### src/hw/rtl/out_of_order_issue_scheduler_top_assert.svh
// Assertion macros for the out-of-order issue scheduler.
// Used by hw/rtl/out_of_order_issue_scheduler_top.sv; empty when SYNTHESIS is set.
`ifndef OUT_OF_ORDER_ISSUE_SCHEDULER_TOP_ASSERT_SVH
`define OUT_OF_ORDER_ISSUE_SCHEDULER_TOP_ASSERT_SVH
`ifndef SYNTHESIS
`define OOIS_ASSERT_HOLDS(lbl, expr) \
  lbl: assert property (@(posedge clk_i) disable iff (!rst_ni) (expr)) \
    else $error("scheduler assertion failed");
`define OOIS_ASSERT_IMPLIES(lbl, ante, cons) \
  lbl: assert property (@(posedge clk_i) disable iff (!rst_ni) (ante) |-> (cons)) \
    else $error("scheduler assertion failed");
`else
`define OOIS_ASSERT_HOLDS(lbl, expr)
`define OOIS_ASSERT_IMPLIES(lbl, ante, cons)
`endif
`endif

### src/hw/rtl/oois_ram.sv
// Generic simple dual-port RAM: one write port, one read port, registered read.
// No dependencies.
`default_nettype none
module oois_ram #(
  parameter int unsigned WIDTH = 32,
  parameter int unsigned DEPTH = 64,
  localparam int unsigned AW   = $clog2(DEPTH)
) (
  input  logic             clk_i,
  input  logic             we_i,
  input  logic [AW-1:0]    waddr_i,
  input  logic [WIDTH-1:0] wdata_i,
  input  logic             re_i,
  input  logic [AW-1:0]    raddr_i,
  output logic [WIDTH-1:0] rdata_o
);
  logic [WIDTH-1:0] mem_q [DEPTH];

  always_ff @(posedge clk_i) begin
    if (we_i) begin
      mem_q[waddr_i] <= wdata_i;
    end
    if (re_i) begin
      rdata_o <= mem_q[raddr_i];
    end
  end
endmodule
`default_nettype wire

### config.mk
export PLATFORM = sky130hd
export DESIGN_NAME = oois_ram
export DESIGN_NICKNAME = d
export VERILOG_FILES = /design/src/hw/rtl/out_of_order_issue_scheduler_top_assert.svh /design/src/hw/rtl/oois_ram.sv
export SDC_FILE = /design/constraint.sdc
export NUM_CORES = 2
export LEC_CHECK = 0
export BUFFER_PORTS_ARGS = -buffer_cell sky130_fd_sc_hd__buf_2
export CAP_MARGIN = 20
export CORE_ASPECT_RATIO = 0.7
export CORE_MARGIN = 1
export CORE_UTILIZATION = 40
export CTS_BUF_LIST = sky130_fd_sc_hd__clkbuf_8
export CTS_CLUSTER_SIZE = 28
export DETAILED_ROUTE_END_ITERATION = 16
export HOLD_SLACK_MARGIN = 0.1
export PLACE_DENSITY = 0.56
export SLEW_MARGIN = 10
export SYNTH_ARGS = -nofsm -noshare
export SYNTH_HDL_FRONTEND = slang
export SYNTH_SLANG_ARGS = --single-unit
### constraint.sdc
create_clock -name clk_i -period 5.9 [get_ports clk_i]
set_input_delay 0 -clock clk_i [delete_from_list [all_inputs] [get_ports clk_i]]
set_output_delay 0 -clock clk_i [all_outputs]
set_load 0.005 [all_outputs]
==> flow_metrics.env <==
export IMPL_ys_warn_count=0
export IMPL_wirelength_um=222000
export IMPL_ir_drop_uv=180
export IMPL_syn_nets=3371
export IMPL_cp_max_fo=107
export IMPL_synth_most_common_cell="edfxtp_1"
export IMPL_cts_buffers=310
export IMPL_setup_viol=0
export IMPL_synth_top_family_by_area="multiplexers"
export IMPL_synthSimpleGateAreaFrac=0.0126
export IMPL_grt_start_max_net_pins=108
export IMPL_syn_area_sq_mm=0.0788
export IMPL_port_buffers=78
export IMPL_ys_top_cells_by_area="edfxtp_1 (79%), mux4_2 (16%), mux2i_1 (1.2%)"
export IMPL_drt_initial_drc_count=5138
export IMPL_drive_above_1_share=0.305
export IMPL_slew_viol_final=0
export IMPL_rows=135
export IMPL_fin_setup_tns_ns=0
export IMPL_outcome="finished, violations left"
export IMPL_layout_cells_non_filler=6539
export IMPL_synthFlopType="edfxtp_1"
export IMPL_drcViolationCount=4
export IMPL_yosysTopAreaCell="edfxtp_1"
export IMPL_wl_per_cell_um=33.9
export IMPL_viasPerCell=5.84
export IMPL_grt_pass1_vias=38100
export IMPL_coreArea_sq_mm=0.195
export IMPL_min_path_cells=2
export IMPL_dr_pass1_iters=11
export IMPL_io_pins=79
export IMPL_grt_overflow=0
export IMPL_min_from="wdata_i[4]"
export IMPL_grtUsageTotal=0.222
export IMPL_die_width_um=533
export IMPL_place_congestion=0.762
export IMPL_endpoint_kind="flop"
export IMPL_synthArstFlopShare=0
export IMPL_cp_start_kind="primary input"
export IMPL_ff2ff_setup_slack_ns=3.14
export IMPL_hold_viol=0
export IMPL_yosys_top_cells_count="edfxtp_1 (2080), mux4_2 (544), nor2_1 (137)"
export IMPL_crit_required_ns=6.51
export IMPL_worstHoldEndpoint="mem_q[14][4]"
export IMPL_syn2layout_area_growth_pct=13.5
export IMPL_regToRegStartpoint="mem_q[60][14]"
export IMPL_max_slew_worst_pin_slew_ns=1.31
export IMPL_grt_pass1_wl_um=306000
export IMPL_synth_mux_area_fraction=0.167
export IMPL_finClkSkew_ns=0.0611
export IMPL_p_leak_nw=27.9
export IMPL_die_h_um=373
export IMPL_rsz0062_at_grt="false"
export IMPL_synthCells=3324
export IMPL_max_freq_mhz=294
export IMPL_synth_top_area_frac=0.792
export IMPL_whs_ns=0.122
export IMPL_synth_edf_count=2080
export IMPL_synth_cell_types=33
export IMPL_yosys_area_share_adder=0
export IMPL_powerDensity_mw_per_mm2=321
export IMPL_slew_headroom=0.127
export IMPL_initial_core_util=0.405
export IMPL_cts_path_max_buffers=4
export IMPL_fin_nets=3768
export IMPL_reg2reg_depth=4
export IMPL_hold_class="in -> reg"
export IMPL_synth_compound_area_frac=0.0167
export IMPL_cts_sinks=2080
export IMPL_die_area_sq_mm=0.199
export IMPL_dp_hpwl_um=119000
export IMPL_clkLatencyLatePin_ns=0.93
export IMPL_synth_xor_area_share=0
export IMPL_violations="DRC"
export IMPL_yosys_register_bits=2080
export IMPL_path_class="in -> reg"
export IMPL_drtAntennaViolNets=0
export IMPL_period_minus_slack_ns=3.40
export IMPL_h_tree_depth=5
export IMPL_clkTransAtPathRegs_ns=0.06
export IMPL_ys_seq_area_frac=0.792
export IMPL_num_vias=38200
export IMPL_pre_cts_slack_ns=1.91
export IMPL_antenna_found_initial=25
export IMPL_arrival_ns=4.01
export IMPL_cts_root_buffer="clkbuf_8"
export IMPL_syn_area_per_cell_sq_um=23.7
export IMPL_place_inst=5948
export IMPL_ctsResizeCount=0
export IMPL_layout_setup_ws_ns=2.50
export IMPL_cts_tree="yes"
export IMPL_drv_cap=0
export IMPL_r2r_end="rdata_o[14]"
export IMPL_finalCritPeriodShare=0.576
-- per-layer routing --
layer	track usage	part of all wire
met5	0	0.00030
met4	0.0514	0.020
met3	0.0686	0.11
met2	0.312	0.43
met1	0.338	0.44
-- cells by family (layout without fill, tap and decap cells) --
family | Yosys count | count (layout)
AO/OA/AOI/OAI | 202 | 202
buffers and inverters | 182 | 788
flip-flops | 2080 | 2080
multiplexers | 637 | 637
other | 0 | 6
AND/OR/NAND/NOR | 223 | 223
-- what timing repair did --
item                       in CTS  in global routing
setup endpoints to repair       0                  0
hold endpoints to repair     2331                  1
buffers inserted                0                  0
hold buffers                   47                  1
-- critical path, cell delays in order --
cell and delay (ns):
dlygate4sd3_1 0.56, buf_8 0.46, buf_12 0.56, mux4_2 0.43
mux4_2 0.52, o22ai_1 0.98, nor2_1 0.11
-- worst max-delay path by stage --
stage                           from           end  cells after the start
after floorplan           waddr_i[3]  mem_q[48][0]                      4
after global placement    raddr_i[0]   rdata_o[28]                      7
after detailed placement  raddr_i[0]   rdata_o[14]                      7
after CTS                 raddr_i[1]   rdata_o[10]                      8
after global routing      raddr_i[1]   rdata_o[14]                      7
final                     raddr_i[1]   rdata_o[14]                      7
-- layout by cell type (no fill, tap or decap), types with 3 or more instances in the layout --
cell type and n:
nand3b_1 5, nor2b_1 15, a21oi_1 62, and3_1 4
or3_1 3, edfxtp_1 2080, nor2_1 75, bufinv_16 5
a41o_1 4, inv_1 87, nor2_4 62, o22ai_2 7
buf_8 3, clkbuf_8 319, or3b_2 3, nand2_1 26
mux4_2 544, dlygate4sd3_1 48, mux2i_1 93, diode_2 6
nand2b_2 3, nor3_1 5, o32ai_1 4, a311oi_1 8
clkinv_1 79, o22ai_1 77, nand2b_1 5, clkinvlp_4 6
a22oi_1 12, buf_2 71, buf_16 8, buf_12 19
o221ai_1 27, clkinv_2 21, buf_6 5, buf_4 113
nand3_1 5
-- metrics by stage --
stage / util / area [sq um] / power, mW
2_1_floorplan: - / 78800 / 17.5
3_3_place_gp: 0.427 / 83100 / 18.3
3_5_place_dp: 0.428 / 83300 / 18.3
4_1_cts: 0.458 / 89100 / 28.9
5_1_grt: 0.460 / 89500 / 29.6
6_report: 0.460 / 89500 / 28.7
-- final cells by class --
class,count,area (sq um)
sequential,2080,62500
timing repair buffer,267,2390
fill,16200,105000
antenna,6,15.0
tap,2603,3260
multi-input combinational,1062,16000
clock buffer,319,4390
clock inverter,202,963
-- power breakdown --
group | internal, mW | total, mW | switching (mW)
sequential | 16.4 | 16.4 | 0.0530
combinational | 0.577 | 1.58 | 0.999
clock | 5.21 | 10.7 | 5.49
-- state kept, by name (all words and copies together), names as in the netlist --
| name | flops |
|---|---|
| mem_q | 2048 |
| rdata_o | 32 |
No activity file was read; power rests on OpenSTA's default activity.
